File: config.mk
export PLATFORM = sky130hd
export DESIGN_NAME = hangul_syllable_composer
export DESIGN_NICKNAME = d
export VERILOG_FILES = /design/src/rtl/hsc_pkg.sv /design/src/rtl/hsc_in_reg.sv /design/src/rtl/hsc_core.sv /design/src/rtl/hsc_out_reg.sv /design/src/rtl/hangul_syllable_composer.sv
export VERILOG_INCLUDE_DIRS = /design/src /design/src/rtl
export SDC_FILE = /design/constraint.sdc
export NUM_CORES = 1
export LEC_CHECK = 0
export BUFFER_PORTS_ARGS = -buffer_cell sky130_fd_sc_hd__buf_2
export CELL_PAD_IN_SITES_DETAIL_PLACEMENT = 1
export CELL_PAD_IN_SITES_GLOBAL_PLACEMENT = 1
export CORE_MARGIN = 3
export CORE_UTILIZATION = 36
export CTS_BUF_LIST = sky130_fd_sc_hd__clkbuf_16
export CTS_CLUSTER_SIZE = 16
export DETAILED_ROUTE_END_ITERATION = 10
export HOLD_SLACK_MARGIN = 0.03
export PLACE_DENSITY = 0.67
export RECOVER_POWER = 100
export SYNTH_ARGS = -nofsm -noshare
export SYNTH_HDL_FRONTEND = slang
export SYNTH_SLANG_ARGS = --single-unit
File: constraint.sdc
create_clock -name clk -period 16.7 [get_ports clk]
set_input_delay 0.835 -clock clk [delete_from_list [all_inputs] [get_ports clk]]
set_output_delay 0.835 -clock clk [all_outputs]
set_load 0.03 [all_outputs]
File: src/rtl/hangul_syllable_composer_assert.svh
// ----------------------------------------------------------------------------
// hangul syllable composer assertion macros
// Property macros shared by the composer's checks, clocked on clk and
// disabled while rst_n is low.
// ----------------------------------------------------------------------------
`ifndef HANGUL_SYLLABLE_COMPOSER_ASSERT_SVH
`define HANGUL_SYLLABLE_COMPOSER_ASSERT_SVH

// same-cycle implication
`define HSC_ASSERT_NOW(label, ante, cons, msg) \
    label: assert property (@(posedge clk) disable iff (!rst_n) (ante) |-> (cons)) \
        else $error(msg);

// next-cycle implication
`define HSC_ASSERT_NEXT(label, ante, cons, msg) \
    label: assert property (@(posedge clk) disable iff (!rst_n) (ante) |=> (cons)) \
        else $error(msg);

`endif

File: src/rtl/hsc_pkg.sv
// ----------------------------------------------------------------------------
// hsc_pkg
// Types, codes and jamo tables of the hangul syllable composer.
// ----------------------------------------------------------------------------
package hsc_pkg;

    // code point ranges and syllable base
    localparam logic [15:0] CONS_FIRST = 16'h3131;
    localparam logic [15:0] CONS_LAST  = 16'h314E;
    localparam logic [15:0] VOW_FIRST  = 16'h314F;
    localparam logic [15:0] VOW_LAST   = 16'h3163;
    localparam logic [15:0] SYL_BASE   = 16'hAC00;
    localparam logic [15:0] INI_STEP   = 16'd588;
    localparam logic [15:0] MED_STEP   = 16'd28;

    // commands
    localparam logic [1:0] CMD_KEY    = 2'd0;
    localparam logic [1:0] CMD_BACK   = 2'd1;
    localparam logic [1:0] CMD_FINISH = 2'd2;

    // slot cursor positions
    localparam logic [1:0] CUR_INI = 2'd0;
    localparam logic [1:0] CUR_MED = 2'd1;
    localparam logic [1:0] CUR_FIN = 2'd2;

    typedef struct packed {
        logic [1:0]  cmd;
        logic [15:0] key_code;
    } item_t;

    typedef struct packed {
        logic        commit_valid;
        logic [15:0] commit_char;
        logic        pass_valid;
        logic [15:0] pass_char;
        logic        erase_committed;
        logic [15:0] preedit_char;
    } result_t;

    typedef struct packed {
        logic        hit;
        logic [15:0] first;
        logic [15:0] second;
    } pair_t;

    function automatic logic is_cons(input logic [15:0] c);
        return (c >= CONS_FIRST) && (c <= CONS_LAST);
    endfunction

    function automatic logic is_vowel(input logic [15:0] c);
        return (c >= VOW_FIRST) && (c <= VOW_LAST);
    endfunction

    // initial index of a consonant, 0 for compounds and non-consonants
    function automatic logic [4:0] init_idx(input logic [15:0] c);
        logic [15:0] d;
        logic [4:0]  r;
        d = c - CONS_FIRST;
        r = 5'd0;
        if (is_cons(c))
        begin
            case (d[4:0])
                5'd0:  r = 5'd0;
                5'd1:  r = 5'd1;
                5'd3:  r = 5'd2;
                5'd6:  r = 5'd3;
                5'd7:  r = 5'd4;
                5'd8:  r = 5'd5;
                5'd16: r = 5'd6;
                5'd17: r = 5'd7;
                5'd18: r = 5'd8;
                5'd20: r = 5'd9;
                5'd21: r = 5'd10;
                5'd22: r = 5'd11;
                5'd23: r = 5'd12;
                5'd24: r = 5'd13;
                5'd25: r = 5'd14;
                5'd26: r = 5'd15;
                5'd27: r = 5'd16;
                5'd28: r = 5'd17;
                5'd29: r = 5'd18;
                default: r = 5'd0;
            endcase
        end
        return r;
    endfunction

    // final index of a consonant, 0 when it cannot close a syllable
    function automatic logic [4:0] fin_idx(input logic [15:0] c);
        logic [15:0] d;
        logic [4:0]  r;
        d = c - CONS_FIRST;
        r = 5'd0;
        if (is_cons(c))
        begin
            case (d[4:0])
                5'd0:  r = 5'd1;
                5'd1:  r = 5'd2;
                5'd2:  r = 5'd3;
                5'd3:  r = 5'd4;
                5'd4:  r = 5'd5;
                5'd5:  r = 5'd6;
                5'd6:  r = 5'd7;
                5'd8:  r = 5'd8;
                5'd9:  r = 5'd9;
                5'd10: r = 5'd10;
                5'd11: r = 5'd11;
                5'd12: r = 5'd12;
                5'd13: r = 5'd13;
                5'd14: r = 5'd14;
                5'd15: r = 5'd15;
                5'd16: r = 5'd16;
                5'd17: r = 5'd17;
                5'd19: r = 5'd18;
                5'd20: r = 5'd19;
                5'd21: r = 5'd20;
                5'd22: r = 5'd21;
                5'd23: r = 5'd22;
                5'd25: r = 5'd23;
                5'd26: r = 5'd24;
                5'd27: r = 5'd25;
                5'd28: r = 5'd26;
                5'd29: r = 5'd27;
                default: r = 5'd0;
            endcase
        end
        return r;
    endfunction

    // parts of a compound jamo
    function automatic pair_t split_pair(input logic [15:0] c);
        pair_t r;
        r = '{hit: 1'b1, first: 16'h0, second: 16'h0};
        case (c)
            16'h3158: begin r.first = 16'h3157; r.second = 16'h314F; end
            16'h3159: begin r.first = 16'h3157; r.second = 16'h3150; end
            16'h315A: begin r.first = 16'h3157; r.second = 16'h3163; end
            16'h315D: begin r.first = 16'h315C; r.second = 16'h3153; end
            16'h315E: begin r.first = 16'h315C; r.second = 16'h3154; end
            16'h315F: begin r.first = 16'h315C; r.second = 16'h3163; end
            16'h3162: begin r.first = 16'h3161; r.second = 16'h3163; end
            16'h3133: begin r.first = 16'h3131; r.second = 16'h3145; end
            16'h3135: begin r.first = 16'h3134; r.second = 16'h3148; end
            16'h3136: begin r.first = 16'h3134; r.second = 16'h314E; end
            16'h313A: begin r.first = 16'h3139; r.second = 16'h3131; end
            16'h313B: begin r.first = 16'h3139; r.second = 16'h3141; end
            16'h313C: begin r.first = 16'h3139; r.second = 16'h3142; end
            16'h313D: begin r.first = 16'h3139; r.second = 16'h3145; end
            16'h313E: begin r.first = 16'h3139; r.second = 16'h314C; end
            16'h313F: begin r.first = 16'h3139; r.second = 16'h314D; end
            16'h3140: begin r.first = 16'h3139; r.second = 16'h314E; end
            16'h3144: begin r.first = 16'h3142; r.second = 16'h3145; end
            default:  r.hit = 1'b0;
        endcase
        return r;
    endfunction

    // compound formed by two jamo, 0 when they do not combine
    function automatic logic [15:0] join_pair(input logic [15:0] a, input logic [15:0] b);
        logic [15:0] r;
        case ({a, b})
            {16'h3157, 16'h314F}: r = 16'h3158;
            {16'h3157, 16'h3150}: r = 16'h3159;
            {16'h3157, 16'h3163}: r = 16'h315A;
            {16'h315C, 16'h3153}: r = 16'h315D;
            {16'h315C, 16'h3154}: r = 16'h315E;
            {16'h315C, 16'h3163}: r = 16'h315F;
            {16'h3161, 16'h3163}: r = 16'h3162;
            {16'h3131, 16'h3145}: r = 16'h3133;
            {16'h3134, 16'h3148}: r = 16'h3135;
            {16'h3134, 16'h314E}: r = 16'h3136;
            {16'h3139, 16'h3131}: r = 16'h313A;
            {16'h3139, 16'h3141}: r = 16'h313B;
            {16'h3139, 16'h3142}: r = 16'h313C;
            {16'h3139, 16'h3145}: r = 16'h313D;
            {16'h3139, 16'h314C}: r = 16'h313E;
            {16'h3139, 16'h314D}: r = 16'h313F;
            {16'h3139, 16'h314E}: r = 16'h3140;
            {16'h3142, 16'h3145}: r = 16'h3144;
            default:              r = 16'h0;
        endcase
        return r;
    endfunction

    // precomposed syllable from three jamo
    function automatic logic [15:0] syllable(input logic [15:0] ini,
                                             input logic [15:0] med,
                                             input logic [15:0] fin);
        logic [15:0] i;
        logic [15:0] m;
        logic [15:0] f;
        i = {11'd0, init_idx(ini)};
        m = is_vowel(med) ? (med - VOW_FIRST) : 16'd0;
        f = {11'd0, fin_idx(fin)};
        return SYL_BASE + i * INI_STEP + m * MED_STEP + f;
    endfunction

    // character shown for the slots up to the cursor
    function automatic logic [15:0] current_char(input logic [15:0] s0,
                                                 input logic [15:0] s1,
                                                 input logic [15:0] s2,
                                                 input logic [1:0]  cur);
        logic [15:0] r;
        case (cur)
            CUR_INI: r = s0;
            CUR_MED: r = syllable(s0, s1, 16'h0);
            CUR_FIN: r = syllable(s0, s1, s2);
            default: r = 16'h0;
        endcase
        return r;
    endfunction

endpackage

File: src/rtl/hsc_in_reg.sv
// ----------------------------------------------------------------------------
// hsc_in_reg
// Input register: holds one accepted beat until the compose step takes it.
// ----------------------------------------------------------------------------
module hsc_in_reg
(
    input  logic               clk,
    input  logic               rst_n,
    input  logic               s_axis_tvalid,
    output logic               s_axis_tready,
    input  logic [15:0]        s_axis_tdata,   // key_code
    input  logic [1:0]         s_axis_tuser,   // cmd
    input  logic               take,
    output logic               item_valid,
    output hsc_pkg::item_t     item
);

    logic           valid_reg;
    logic           valid_next;
    hsc_pkg::item_t item_reg;

    // free when empty or when the held beat leaves this cycle
    assign s_axis_tready = !valid_reg || take;

    always_comb
    begin
        valid_next = valid_reg;
        if (s_axis_tready)
        begin
            valid_next = s_axis_tvalid;
        end
    end

    // valid flag
    always_ff @(posedge clk or negedge rst_n)
    begin
        if (!rst_n)
        begin
            valid_reg <= 1'b0;
        end
        else
        begin
            valid_reg <= valid_next;
        end
    end

    // payload
    always_ff @(posedge clk)
    begin
        if (s_axis_tvalid && s_axis_tready)
        begin
            item_reg.cmd      <= s_axis_tuser;
            item_reg.key_code <= s_axis_tdata;
        end
    end

    assign item_valid = valid_reg;
    assign item       = item_reg;

endmodule

File: src/rtl/hsc_core.sv
// ----------------------------------------------------------------------------
// hsc_core
// Jamo slots and cursor with the one-step compose logic for a beat.
// ----------------------------------------------------------------------------
module hsc_core
(
    input  logic               clk,
    input  logic               rst_n,
    input  logic               step_en,
    input  hsc_pkg::item_t     item,
    output hsc_pkg::result_t   result
);

    logic [15:0] slot_reg [3];
    logic [15:0] slot_next [3];
    logic [1:0]  cursor_reg;
    logic [1:0]  cursor_next;

    logic [15:0]     c_slot [3];
    logic [1:0]      c_cur;
    logic [15:0]     key;
    logic [15:0]     last;
    logic [15:0]     open_char;
    logic [15:0]     joined;
    hsc_pkg::pair_t  pr;
    logic [15:0]     commit;
    logic [15:0]     pass;
    logic            pass_on;
    logic            erase;

    // compose step
    always_comb
    begin
        key    = item.key_code;
        c_slot = slot_reg;
        c_cur  = cursor_reg;
        if (cursor_reg > hsc_pkg::CUR_FIN)
        begin
            c_slot = '{default: 16'h0};
            c_cur  = hsc_pkg::CUR_INI;
        end

        case (c_cur)
            hsc_pkg::CUR_INI: last = c_slot[0];
            hsc_pkg::CUR_MED: last = c_slot[1];
            default:          last = c_slot[2];
        endcase

        open_char = hsc_pkg::current_char(c_slot[0], c_slot[1], c_slot[2], c_cur);
        joined    = hsc_pkg::join_pair(last, key);
        pr        = hsc_pkg::split_pair(last);

        slot_next   = c_slot;
        cursor_next = c_cur;
        commit      = 16'h0;
        pass        = 16'h0;
        pass_on     = 1'b0;
        erase       = 1'b0;

        case (item.cmd)
            hsc_pkg::CMD_KEY:
            begin
                if (!(hsc_pkg::is_cons(key) || hsc_pkg::is_vowel(key)))
                begin
                    // non-jamo key flushes and passes through
                    commit      = open_char;
                    slot_next   = '{default: 16'h0};
                    cursor_next = hsc_pkg::CUR_INI;
                    pass        = key;
                    pass_on     = 1'b1;
                end
                else if (last == 16'h0)
                begin
                    slot_next[c_cur] = key;
                end
                else if (hsc_pkg::is_vowel(key))
                begin
                    if (hsc_pkg::is_vowel(last))
                    begin
                        // compound vowel or new syllable
                        if (joined != 16'h0)
                        begin
                            slot_next[c_cur] = joined;
                        end
                        else
                        begin
                            commit      = open_char;
                            slot_next   = '{key, 16'h0, 16'h0};
                            cursor_next = hsc_pkg::CUR_INI;
                        end
                    end
                    else if (c_cur == hsc_pkg::CUR_INI)
                    begin
                        // lone consonant takes the vowel, compounds split
                        if (pr.hit)
                        begin
                            commit       = pr.first;
                            slot_next[0] = pr.second;
                        end
                        slot_next[1] = key;
                        cursor_next  = hsc_pkg::CUR_MED;
                    end
                    else if (c_cur == hsc_pkg::CUR_FIN)
                    begin
                        // final moves to the next syllable
                        if (pr.hit)
                        begin
                            commit       = hsc_pkg::syllable(c_slot[0], c_slot[1], pr.first);
                            slot_next[0] = pr.second;
                        end
                        else
                        begin
                            commit       = hsc_pkg::syllable(c_slot[0], c_slot[1], 16'h0);
                            slot_next[0] = last;
                        end
                        slot_next[1] = key;
                        slot_next[2] = 16'h0;
                        cursor_next  = hsc_pkg::CUR_MED;
                    end
                end
                else if (hsc_pkg::is_cons(last))
                begin
                    // compound consonant or new syllable
                    if (joined != 16'h0)
                    begin
                        slot_next[c_cur] = joined;
                    end
                    else
                    begin
                        commit      = open_char;
                        slot_next   = '{key, 16'h0, 16'h0};
                        cursor_next = hsc_pkg::CUR_INI;
                    end
                end
                else if (c_cur == hsc_pkg::CUR_MED && hsc_pkg::fin_idx(key) != 5'd0)
                begin
                    slot_next[2] = key;
                    cursor_next  = hsc_pkg::CUR_FIN;
                end
                else
                begin
                    commit      = open_char;
                    slot_next   = '{key, 16'h0, 16'h0};
                    cursor_next = hsc_pkg::CUR_INI;
                end
            end
            hsc_pkg::CMD_BACK:
            begin
                if (last == 16'h0)
                begin
                    erase = 1'b1;
                end
                else if (pr.hit)
                begin
                    slot_next[c_cur] = pr.first;
                end
                else
                begin
                    slot_next[c_cur] = 16'h0;
                    if (c_cur != hsc_pkg::CUR_INI)
                    begin
                        cursor_next = c_cur - 2'd1;
                    end
                end
            end
            hsc_pkg::CMD_FINISH:
            begin
                commit      = open_char;
                slot_next   = '{default: 16'h0};
                cursor_next = hsc_pkg::CUR_INI;
            end
            default:
            begin
                commit = 16'h0;
            end
        endcase

        result.commit_valid    = (commit != 16'h0);
        result.commit_char     = commit;
        result.pass_valid      = pass_on;
        result.pass_char       = pass;
        result.erase_committed = erase;
        result.preedit_char    = hsc_pkg::current_char(slot_next[0], slot_next[1],
                                                       slot_next[2], cursor_next);
    end

    // slot state
    always_ff @(posedge clk or negedge rst_n)
    begin
        if (!rst_n)
        begin
            slot_reg   <= '{default: 16'h0};
            cursor_reg <= hsc_pkg::CUR_INI;
        end
        else if (step_en)
        begin
            slot_reg   <= slot_next;
            cursor_reg <= cursor_next;
        end
    end

endmodule

File: src/rtl/hsc_out_reg.sv
// ----------------------------------------------------------------------------
// hsc_out_reg
// Result register: holds one result beat until the sink takes it.
// ----------------------------------------------------------------------------
module hsc_out_reg
(
    input  logic               clk,
    input  logic               rst_n,
    input  logic               load,
    input  hsc_pkg::result_t   result,
    output logic               space,
    output logic               m_axis_tvalid,
    input  logic               m_axis_tready,
    output logic [47:0]        m_axis_tdata,   // commit_char, pass_char, preedit_char
    output logic [2:0]         m_axis_tuser    // commit_valid, pass_valid, erase_committed
);

    logic             valid_reg;
    logic             valid_next;
    hsc_pkg::result_t res_reg;

    // room when empty or when the held beat is taken this cycle
    assign space = !valid_reg || m_axis_tready;

    always_comb
    begin
        valid_next = valid_reg;
        if (space)
        begin
            valid_next = load;
        end
    end

    // valid flag
    always_ff @(posedge clk or negedge rst_n)
    begin
        if (!rst_n)
        begin
            valid_reg <= 1'b0;
        end
        else
        begin
            valid_reg <= valid_next;
        end
    end

    // payload
    always_ff @(posedge clk)
    begin
        if (load && space)
        begin
            res_reg <= result;
        end
    end

    assign m_axis_tvalid = valid_reg;
    assign m_axis_tdata  = {res_reg.preedit_char, res_reg.pass_char, res_reg.commit_char};
    assign m_axis_tuser  = {res_reg.erase_committed, res_reg.pass_valid, res_reg.commit_valid};

endmodule

File: src/rtl/hangul_syllable_composer.sv
// ----------------------------------------------------------------------------
// hangul_syllable_composer
// Composes two-set Korean jamo keystrokes into precomposed syllables. Each
// input beat carries a command (key, backspace, finish) and a key code; each
// beat yields exactly one result beat with the committed character, a
// passed-through non-jamo key, an erase request and the current preedit
// syllable. The block takes one beat per clock while the sink keeps up; an
// accepted beat is registered in the input register, and the single compose
// step (table lookups and constant multiplies on the jamo slots) writes the
// slot state and the result register as the beat leaves the input register.
// A stalled sink holds the result register, and one more beat then waits in
// the input register before the input side stalls.
// ----------------------------------------------------------------------------
module hangul_syllable_composer
(
    input  logic         clk,
    input  logic         rst_n,
    input  logic         s_axis_tvalid,
    output logic         s_axis_tready,
    input  logic [15:0]  s_axis_tdata,   // key_code
    input  logic [1:0]   s_axis_tuser,   // cmd
    output logic         m_axis_tvalid,
    input  logic         m_axis_tready,
    output logic [47:0]  m_axis_tdata,   // commit_char, pass_char, preedit_char
    output logic [2:0]   m_axis_tuser    // commit_valid, pass_valid, erase_committed
);

`include "hangul_syllable_composer_assert.svh"

    logic               item_valid;
    hsc_pkg::item_t     item;
    hsc_pkg::result_t   result;
    logic               space;
    logic               fire;

    // a beat moves through the compose step when the result register has room
    assign fire = item_valid && space;

    hsc_in_reg u_in_reg
    (
        .clk           (clk),
        .rst_n         (rst_n),
        .s_axis_tvalid (s_axis_tvalid),
        .s_axis_tready (s_axis_tready),
        .s_axis_tdata  (s_axis_tdata),
        .s_axis_tuser  (s_axis_tuser),
        .take          (fire),
        .item_valid    (item_valid),
        .item          (item)
    );

    hsc_core u_core
    (
        .clk     (clk),
        .rst_n   (rst_n),
        .step_en (fire),
        .item    (item),
        .result  (result)
    );

    hsc_out_reg u_out_reg
    (
        .clk           (clk),
        .rst_n         (rst_n),
        .load          (fire),
        .result        (result),
        .space         (space),
        .m_axis_tvalid (m_axis_tvalid),
        .m_axis_tready (m_axis_tready),
        .m_axis_tdata  (m_axis_tdata),
        .m_axis_tuser  (m_axis_tuser)
    );

    // checks
    `HSC_ASSERT_NEXT(a_fire_gives_result, fire, m_axis_tvalid, "composed beat did not reach output")
    `HSC_ASSERT_NEXT(a_item_held, item_valid && !fire, item_valid, "waiting beat was dropped")
    `HSC_ASSERT_NOW(a_erase_alone, m_axis_tvalid && m_axis_tuser[2], !m_axis_tuser[0] && !m_axis_tuser[1] && m_axis_tdata[47:32] == 16'h0, "erase beat carries other output")
    `HSC_ASSERT_NOW(a_pass_clears, m_axis_tvalid && m_axis_tuser[1], m_axis_tdata[47:32] == 16'h0, "preedit not empty after pass-through")

endmodule

==> results.md, run 1 <==
- Outcome: finished, violations left
- Failing checks: capacitance limit, slew limit
- Starting Density: a little under two fifths
- Design Area, Final: ~21000 um2
- Post-CTS sizing: 0
- Vias per cell: 6.647
- Non-Filler Instances: 3174
- Post-synthesis register bit count: 121
- Post-DRT Antenna Nets: 0
- First-pass GRT wire length: 145800 um
- Post-CTS Setup Bufs: 0
- Yosys top cell area share: 11.18%
- Post-synth cell types: 133
- Nets@finish: 2708
- EDFF count, synth: 69
- Unrepaired setup endpoints after global routing: no
- Die area: 55940 um2
- R2R depth: 41
- Crit Path Category: reg -> reg
- WL final: 99210 um
- Crit path DAT: 14.19 ns
- Area delta synth->final: 8.202%
- Most common cell on crit path: ha_1
- WL/cell: 31.26 um
- CTS tree: yes
- Largest net degree at the start of global routing: 74
- # IOs: between 70 and 80
- Critical path's largest stage delay: approximately 2.0 ns
- Worst skew pair latency: 0.49 ns
- Synth Warn #: 0
- Vias in the first global route: 21201
- Peak VDD IR: 0.1797 mV
- Leak pwr: just under 0.009 uW
- Worst-case clock skew: between 0.02 and 0.025 ns
- Post-Syn Area per Cell: 7.757 um2
- IO Port Bufs: between 70 and 80
- Synth Flop Type: edfxtp_1
- Remaining Overflow, GRT: 0
- Final setup fails: 0
- Root Buffer: clkbuf_16
- Largest area contributor in the netlist: ha_1
- Hold Startpoint: u_core.slot_reg[8]$_DFFE_PN0P_
- DP HPWL: 76330 um
- Setup Slack @ Placement: 4.741 ns
- Final-report max-slew violation count: 284
- Placed insts: 3141
- DRC violations left: 0
- Critical Path Start Type: flip-flop
- Reg2reg start: u_core.cursor_reg[0]$_DFFE_PN0P_
- Number of core rows: 83
- CP max-delay cell: clkbuf_1
- Core ar.: 51920 um2
- DR pass1 iterations: 6
- Placed cell area: between 20000 and 25000 um2
- Commonest non-fill, non-tap cell in the layout: nand2_1
- HP Class: reg -> reg
- Fin worst setup slack: approximately 2.7 ns
- Initial antenna violation count: 2
- Vias: 21096
- FF-to-FF setup slack: 2.74 ns
- Clk slew on worst S/H paths: 0.08 ns
- Fin crit share: ~84%
- Most frequent cells in the layout: nand2_1, o21ai_0, nor2_1, ha_1, a21oi_1
- CTS Buf Count: 17
- Die W: 236.5 um
- Pwr dens: 96.88 nW/um2
- CP Data Required Time: about 17 ns
- Clock Tree Buf Depth: 2
- Synth area leaders: ha_1, edfxtp_1, dfrtp_1
- Gp weighted congestion: 1.037
- Worst Hold Depth: 1
- Max FO, Critical Path: 63
- Post-Syn Area: approximately 19000 um2
- # Max-Cap Violations: 7
- Final setup TNS: 0 ns
- Post-synthesis sequential area ratio: 17.63%
- Filler instances: 6441
- Total track usage: 34.64%
- Worst R2R End: u_out_reg.m_axis_tdata[46]$_DFFE_PP_
- Die Height: 236.5 um
- Fmax: roughly 72 MHz
- DR iter-0 viols: approximately 2200
- CTS H-tree depth: 4
- Share of cells above drive strength 1: 8.263%
- Final worst path period need: about 14 ns
- CTS Hold Buffers Added: 0
- Clock Sinks: 121
- Hold Path Sink: u_core.slot_reg[8]$_DFFE_PN0P_
- Worst slew margin: -186.0%
- Syn Inst Count: 2466
- Crit path capture type: flip-flop
- Hold Vio Cnt, Final: 0
- Least-Margin Pin Slew: 4.291 ns
- Async set-reset flop share out of synthesis: 42.98%
## logic make-up after synthesis
family | share of synthesized area, %
AO/OA/AOI/OAI | 32.73
AND/OR/NAND/NOR | 22.06
buffers and inverters | 6.384
adder cells (fa/ha/maj) | 14.95
flip-flops | 17.63
XOR/XNOR | 4.775
multiplexers | 1.432
other | 0.03926
## power breakdown
part           switching, uW  total (uW)  internal (uW)  leakage [uW]
clock                    173         423            250      0.000309
combinational            829        1150            324       0.00704
sequential              71.2         429            358       0.00139
total                   1070        2010            932       0.00874
## cells in the mapped netlist, types with 11 or more instances
library cell	instances
a211o_1	13
a211oi_1	33
a21o_1	40
a21oi_1	157
a221o_1	18
a221oi_1	16
a22oi_1	16
a31oi_1	47
and2_1	21
and3_1	33
buf_1	15
buf_2	34
clkbuf_1	99
dfrtp_1	52
edfxtp_1	69
fa_1	35
ha_1	171
inv_1	133
mux2i_1	15
nand2_1	264
nand2b_1	22
nand3_1	57
nand4_1	28
nor2_1	178
nor2b_1	41
nor3_1	71
nor4_1	17
o211ai_1	33
o21a_1	17
o21ai_0	177
o21ai_1	28
o21bai_1	21
o221ai_1	14
o22ai_1	32
o31a_1	11
o31ai_1	15
xnor2_1	71
xor2_1	27
## routing by layer
layer  vias up  global-route usage (%)  share of wire (%)
li1       9275                       -                  -
met2       987                   55.04                 45
met5         -                       0                  0
met1     10612                   46.03                 42
met3       222                   6.243                7.7
met4         0                   15.17                5.2
## worst max-delay path: cells and delay by family, from the launching register on
family          cells  cell delay (ns)
fa+ha+maj           7             2.05
simple gates       13             2.97
xor+xnor            1             0.10
buf+inv             6             3.31
flops               1             0.45
compound gates     14             4.74
## area by class of cell
| type | instances | area [um2] | area share [%] |
|---|---|---|---|
| diodes | 1 | 2.502 | 0.01209 |
| clock buffers | 17 | 425.4 | 2.055 |
| clock inverters | 15 | 197.7 | 0.9551 |
| inverters | 139 | 523.0 | 2.527 |
| multi-input cells | 2065 | 14590 | 70.50 |
| flip-flops and latches | 121 | 3373 | 16.30 |
| well taps | 680 | 850.8 | 4.111 |
| repair buffers | 136 | 734.5 | 3.548 |
## per-stage QoR
| stage | total power [uW] | hold slack [ns] | utilization [%] |
|---|---|---|---|
| detailed placement | 1549 | 0.4727 | 38.97 |
| floorplan | 1154 | 0.4494 | - |
| finish | 2005 | 0.4931 | 39.86 |
| global placement | 1531 | 0.4636 | 38.97 |
| global route | 2090 | 0.5089 | 39.86 |
| CTS | 1981 | 0.4890 | 40.17 |
## worst max path at each step
stage | cells past startpoint | slack, ns | start | endpoint
4_1_cts | 44 | 4.70 | u_core.cursor_reg[0]$_DFFE_PN0P_ | u_out_reg.m_axis_tdata[46]$_DFFE_PP_
6_report | 41 | 2.74 | u_core.cursor_reg[0]$_DFFE_PN0P_ | u_out_reg.m_axis_tdata[46]$_DFFE_PP_
2_1_floorplan | 46 | 7.38 | u_core.cursor_reg[0]$_DFFE_PN0P_ | u_out_reg.m_axis_tdata[46]$_DFFE_PP_
3_5_place_dp | 40 | 4.74 | u_core.cursor_reg[0]$_DFFE_PN0P_ | u_out_reg.m_axis_tdata[46]$_DFFE_PP_
3_3_place_gp | 40 | 4.96 | u_core.cursor_reg[0]$_DFFE_PN0P_ | u_out_reg.m_axis_tdata[46]$_DFFE_PP_
5_1_grt | 41 | 1.88 | u_core.cursor_reg[0]$_DFFE_PN0P_ | u_out_reg.m_axis_tdata[46]$_DFFE_PP_
Power figures use the tool's default switching activity.
==> run 2, diff against run 1 <==
clock period = 14.1 ns   (was 16.7 ns; I/O delays follow)
==> results.md, run 2 (synthesis gave the netlist of run 1 again) <==
- Outcome: finished, violations left
- Failing checks: capacitance limit, slew limit
- Initial antenna violation count: 2 (unchanged)
- Worst slew margin: -180.4% (+5.6 points)
- Pwr dens: 113.0 nW/um2 (+17%)
- Post-CTS sizing: 0 (unchanged)
- CTS Hold Buffers Added: 0 (unchanged)
- Crit path DAT: 13.00 ns (-1.19 ns)
- CTS tree: yes
- Reg2reg start: u_core.cursor_reg[0]$_DFFE_PN0P_
- Placed cell area: 20320 um2 (+0.44%)
- Starting Density: 36.84% (unchanged)
- Clock Sinks: 121 (unchanged)
- Commonest non-fill, non-tap cell in the layout: nand2_1
- DRC violations left: 0 (unchanged)
- Share of cells above drive strength 1: 8.670% (+0.41 points)
- Root Buffer: clkbuf_16
- # Max-Cap Violations: 7 (unchanged)
- Fin crit share: 90.71% (+7.1 points)
- Number of core rows: 83 (unchanged)
- Worst-case clock skew: 0.02169 ns (+0.001625 ns)
- Critical path's largest stage delay: 1.28 ns (-0.69 ns)
- First-pass GRT wire length: 144300 um (-1.0%)
- Max FO, Critical Path: 29 (-54%)
- Design Area, Final: 20710 um2 (about the same)
- Remaining Overflow, GRT: 0 (unchanged)
- Clock share of power: 18.8% (-2.3 points)
- DP HPWL: 77160 um (+1.1%)
- DR pass1 iterations: 6 (unchanged)
- CP max-delay cell: o2bb2ai_1
- Combinational share of power: 59.8% (+2.3 points)
- Final-report max-slew violation count: 228 (-20%)
- Hold Startpoint: s_axis_tdata[2]
- Total track usage: 34.31% (-0.33 points)
- Final setup TNS: 0 ns (unchanged)
- Crit Path Category: reg -> reg
- Vias per cell: 6.637 (-0.15%)
- Vias: 21125 (+0.14%)
- HP Class: in -> reg
- Net Sw Power: 1270 uW (+18%)
- Post-CTS Setup Bufs: 0 (unchanged)
- Peak VDD IR: 0.1105 mV (-38%)
- P_int: 1070 uW (+15%)
- Nets@finish: 2718 (+0.37%)
- CTS Buf Count: 17 (unchanged)
- Least-Margin Pin Slew: 4.206 ns (-0.08469 ns)
- Unrepaired setup endpoints after global routing: no
- Area delta synth->final: 8.287% (about the same)
- Largest net degree at the start of global routing: 74 (unchanged)
- Vias in the first global route: 21234 (+0.16%)
- Hold Vio Cnt, Final: 0 (unchanged)
- Clock Tree Buf Depth: 2 (unchanged)
- WL final: 98670 um (-0.55%)
- Setup crit start: u_core.cursor_reg[0]$_DFFE_PN0P_
- Most common cell on crit path: ha_1
- Filler instances: 6452 (+0.17%)
- Sw Ratio: 54.27% (+0.75 points)
- Crit path capture type: flip-flop
- Gp weighted congestion: 1.012 (-2.5%)
- CP top delay family: compound AO/OA/AOI/OAI gates
- Leak pwr: 0.008779 uW (+0.49%)
- Post-DRT Antenna Nets: 0 (unchanged)
- WP buf/inv: 4 (-2)
- Final worst path period need: 12.79 ns (-1.170 ns)
- Fmax: 78.18 MHz (+9.2%)
- Die area: 55940 um2 (unchanged)
- DR iter-0 viols: 1972 (-9.5%)
- Core ar.: 51920 um2 (unchanged)
- Final setup fails: 0 (unchanged)
- Hold slack: 0.3804 ns (-0.1127 ns)
- Die W: 236.5 um (unchanged)
- IO Port Bufs: 74 (unchanged)
- Critical Path Start Type: flip-flop
- Most frequent cells in the layout: nand2_1, o21ai_0, nor2_1, ha_1, a21oi_1
- CP Data Required Time: 14.31 ns (-2.62 ns)
- WL/cell: 31.00 um (-0.83%)
- CTS H-tree depth: 4 (unchanged)
- Placed insts: 3151 (+0.32%)
- # diodes: 0 (-1)
- Non-Filler Instances: 3183 (+0.28%)
- Worst skew pair latency: 0.50 ns (about the same)
- # IOs: 75 (unchanged)
- Die Height: 236.5 um (unchanged)
- Flop pwr share: 21.5% (about the same)
- Clk slew on worst S/H paths: 0.07 ns (about the same)
run 2: layout make-up:
class | instances | area, um2 | area share (%)
flip-flops and latches | 121 | 3373 | 16.28
clock buffers | 18 | 450.4 | 2.174
clock inverters | 14 | 108.9 | 0.5255
inverters | 139 | 523.0 | 2.525
repair buffers | 146 | 810.8 | 3.914
multi-input cells | 2065 | 14600 | 70.47
well taps | 680 | 850.8 | 4.107
run 2: metrics by stage:
stage / power (uW) / util [%] / setup slack, ns
2_1_floorplan: 1367 / - / 4.783
3_3_place_gp: 1842 / 39.14 / 2.704
3_5_place_dp: 1861 / 39.14 / 2.348
4_1_cts: 2309 / 40.22 / 2.325
5_1_grt: 2435 / 39.89 / 0.8478
6_report: 2341 / 39.89 / 1.310
run 2: final timing paths:
kind / end / slack (ns) / cells past startpoint
max: u_out_reg.m_axis_tdata[47]$_DFFE_PP_ / 1.31 / 36
min: u_in_reg.item[2]$_DFFE_PP_ / 0.38 / 1
max reg2reg: u_out_reg.m_axis_tdata[47]$_DFFE_PP_ / 1.31 / 36
min reg2reg: u_core.slot_reg[8]$_DFFE_PN0P_ / 0.48 / 1
max in group asynchronous: u_core.slot_reg[41]$_DFFE_PN0P_ / 10.84 / 2
min in group asynchronous: u_core.slot_reg[16]$_DFFE_PN0P_ / 1.42 / 2
run 2: power groups by stage:
stage	Clock (uW)	Combinational, uW	Sequential [uW]
floorplan	0	880	487
global placement	0	1340	501
detailed placement	0	1360	503
CTS	448	1370	495
global route	461	1470	502
finish	440	1400	502
run 2: layer usage:
layer  vias to the layer above  share of wire (%)  global-route usage [%]
met1                     10630                 43                   45.45
met5                         -              0.032                       0
met3                       256                7.4                   7.140
met2                       934                 45                   54.36
met4                         4                4.9                   14.20
li1                       9301                  -                       -
==> run 3, diff against run 2 <==
PLACE_DENSITY = 0.61   (was 0.67)
==> results.md, run 3 (synthesis gave the netlist of run 1 again) <==
- Final-report max-slew violation count: 188 (-18%)
- Worst slew margin: -134.9% (+45 points)
- Most common cell on crit path: ha_1
- Fmax: 77.31 MHz (-1.1%)
- CP max-delay cell: a221oi_1
- Total track usage: 35.80% (+1.5 points)
- Pwr dens: 111.4 nW/um2 (-1.4%)
- DR iter-0 viols: 2455 (+24%)
- Fin crit share: 91.74% (+1.0 points)
- Gp weighted congestion: 1.036 (+2.4%)
- Crit path capture type: flip-flop
- Placed cell area: 20250 um2 (-0.36%)
- Worst-case clock skew: 0.02459 ns (+0.002901 ns)
- Die area: 55940 um2 (unchanged)
- Most frequent cells in the layout: nand2_1, o21ai_0, nor2_1, ha_1, a21oi_1
- Hold Vio Cnt, Final: 0 (unchanged)
- CTS Hold Buffers Added: 0 (unchanged)
- DR pass1 iterations: 6 (unchanged)
- Remaining Overflow, GRT: 0 (unchanged)
- Met2 Use GR: 56.05% (+1.7 points)
- Number of core rows: 83 (unchanged)
- Core ar.: 51920 um2 (unchanged)
- Post-CTS Setup Bufs: 0 (unchanged)
- Share of cells above drive strength 1: 8.614% (-0.056 points)
- Die Height: 236.5 um (unchanged)
- Clock Sinks: 121 (unchanged)
- Final worst path period need: 12.94 ns (+0.1450 ns)
- WL/cell: 32.25 um (+4.0%)
- Crit path DAT: 13.13 ns (+0.13 ns)
- Starting Density: 36.84% (unchanged)
- HP Class: in -> reg
- Crit Path Category: reg -> reg
- Least-Margin Pin Slew: 3.524 ns (-0.6820 ns)
- Design Area, Final: 20700 um2 (about the same)
- Outcome: finished, violations left
- CTS Buf Count: 17 (unchanged)
- Vias in the first global route: 21577 (+1.6%)
- Clock Tree Buf Depth: 2 (unchanged)
- DP HPWL: 80080 um (+3.8%)
- DRC violations left: 0 (unchanged)
- Post-CTS sizing: 0 (unchanged)
- Clk slew on worst S/H paths: 0.07 ns (about the same)
- Commonest non-fill, non-tap cell in the layout: nand2_1
- CTS tree: yes
- Die W: 236.5 um (unchanged)
- Area delta synth->final: 8.222% (about the same)
- Final setup fails: 0 (unchanged)
- Largest net degree at the start of global routing: 58 (-22%)
- # IOs: 75 (unchanged)
- WL final: 102500 um (+3.9%)
- Max FO, Critical Path: 44 (+52%)
- Worst skew pair latency: 0.48 ns (-0.02 ns)
- Failing checks: capacitance limit, slew limit
- GR Layer Usage met3: 8.048% (+0.91 points)
- IO Port Bufs: 74 (unchanged)
- Root Buffer: clkbuf_16
- GRT Max-Usage Layer: met2
- Met1 Use GR: 45.68% (+0.23 points)
- Leak pwr: 0.008739 uW (-0.46%)
- CP Data Required Time: 14.29 ns (-0.02 ns)
- Critical path's largest stage delay: 1.56 ns (+0.28 ns)
- Critical Path Start Type: flip-flop
- First-pass GRT wire length: 149700 um (+3.7%)
- Unrepaired setup endpoints after global routing: no
- CTS H-tree depth: 4 (unchanged)
- Final setup TNS: 0 ns (unchanged)
- Initial antenna violation count: 5 (+3)
- Post-DRT Antenna Nets: 0 (unchanged)
- Peak VDD IR: 0.1068 mV (-3.4%)
- Non-Filler Instances: 3180 (-0.094%)
- # Max-Cap Violations: 5 (-2)
- Placed insts: 3144 (-0.22%)
- Nets@finish: 2711 (-0.26%)
- Vias per cell: 6.764 (+1.9%)
- Vias: 21508 (+1.8%)
==> run 3: cell count changes in the layout (fill, tap and decap cells not counted), sizes merged <==
cell      previous run  this run
clkbuf              80        78
buf                 84        78
diode                0         4
inv                142       143
clkinv               9         4
clkinvlp             1         6
==> run 3: layer usage <==
layer | vias to the layer above | wire [um]
li1 | 9283 | -
met1 | 10781 | 41810
met2 | 1119 | 45160
met3 | 323 | 8919
met4 | 2 | 6645
met5 | - | 14
==> run 3: cell type report <==
class                      instances  area, um2
multi-input combinational       2065      14600
fill                            6379      31220
inverter                         139      523.0
clock inverter                    15      156.4
timing repair buffer             139      762.0
sequential                       121       3373
tap                              680      850.8
antenna                            4      10.01
clock buffer                      17      425.4
==> run 3: through the flow <==
| stage | total power, uW | hold WS, ns | util, % | setup slack, ns |
|---|---|---|---|---|
| 2_1_floorplan | 1367 | 0.4094 | - | 4.783 |
| 3_3_place_gp | 1806 | 0.4728 | 39.00 | 2.414 |
| 3_5_place_dp | 1823 | 0.4836 | 39.00 | 2.053 |
| 4_1_cts | 2281 | 0.3845 | 40.12 | 2.004 |
| 5_1_grt | 2413 | 0.3907 | 39.85 | 0.6522 |
| 6_report | 2307 | 0.4153 | 39.87 | 1.165 |
==> run 3: worst max-delay path: cells and delay by family, from the launching register on <==
family                   cells  cell delay, ns
XOR/XNOR                     1            0.09
buffers and inverters        7            1.48
flip-flops                   1            0.46
AND/OR/NAND/NOR              9            2.57
adder cells (fa/ha/maj)      8            2.70
AO/OA/AOI/OAI               16            5.34
==> run 3: path summary, 6_finish.rpt <==
| kind | startpoint | endpoint | slack (ns) | cells past startpoint |
|---|---|---|---|---|
| setup / recovery | u_core.cursor_reg[0]$_DFFE_PN0P_ | u_out_reg.m_axis_tdata[47]$_DFFE_PP_ | 1.16 | 41 |
| hold / removal | s_axis_tdata[4] | u_in_reg.item[4]$_DFFE_PP_ | 0.42 | 1 |
| setup reg to reg | u_core.cursor_reg[0]$_DFFE_PN0P_ | u_out_reg.m_axis_tdata[47]$_DFFE_PP_ | 1.16 | 41 |
| hold reg to reg | u_core.slot_reg[31]$_DFFE_PN0P_ | u_core.slot_reg[31]$_DFFE_PN0P_ | 0.51 | 1 |
| max in group asynchronous | rst_n | u_core.slot_reg[18]$_DFFE_PN0P_ | 10.57 | 2 |
| min in group asynchronous | rst_n | u_core.slot_reg[29]$_DFFE_PN0P_ | 1.55 | 2 |
==> run 3: report_power, final <==
group	internal [uW]	total [uW]	leakage, uW	switching, uW
clock network	248	448	0.000269	200
registers	423	495	0.00139	71.9
logic	376	1360	0.00708	988
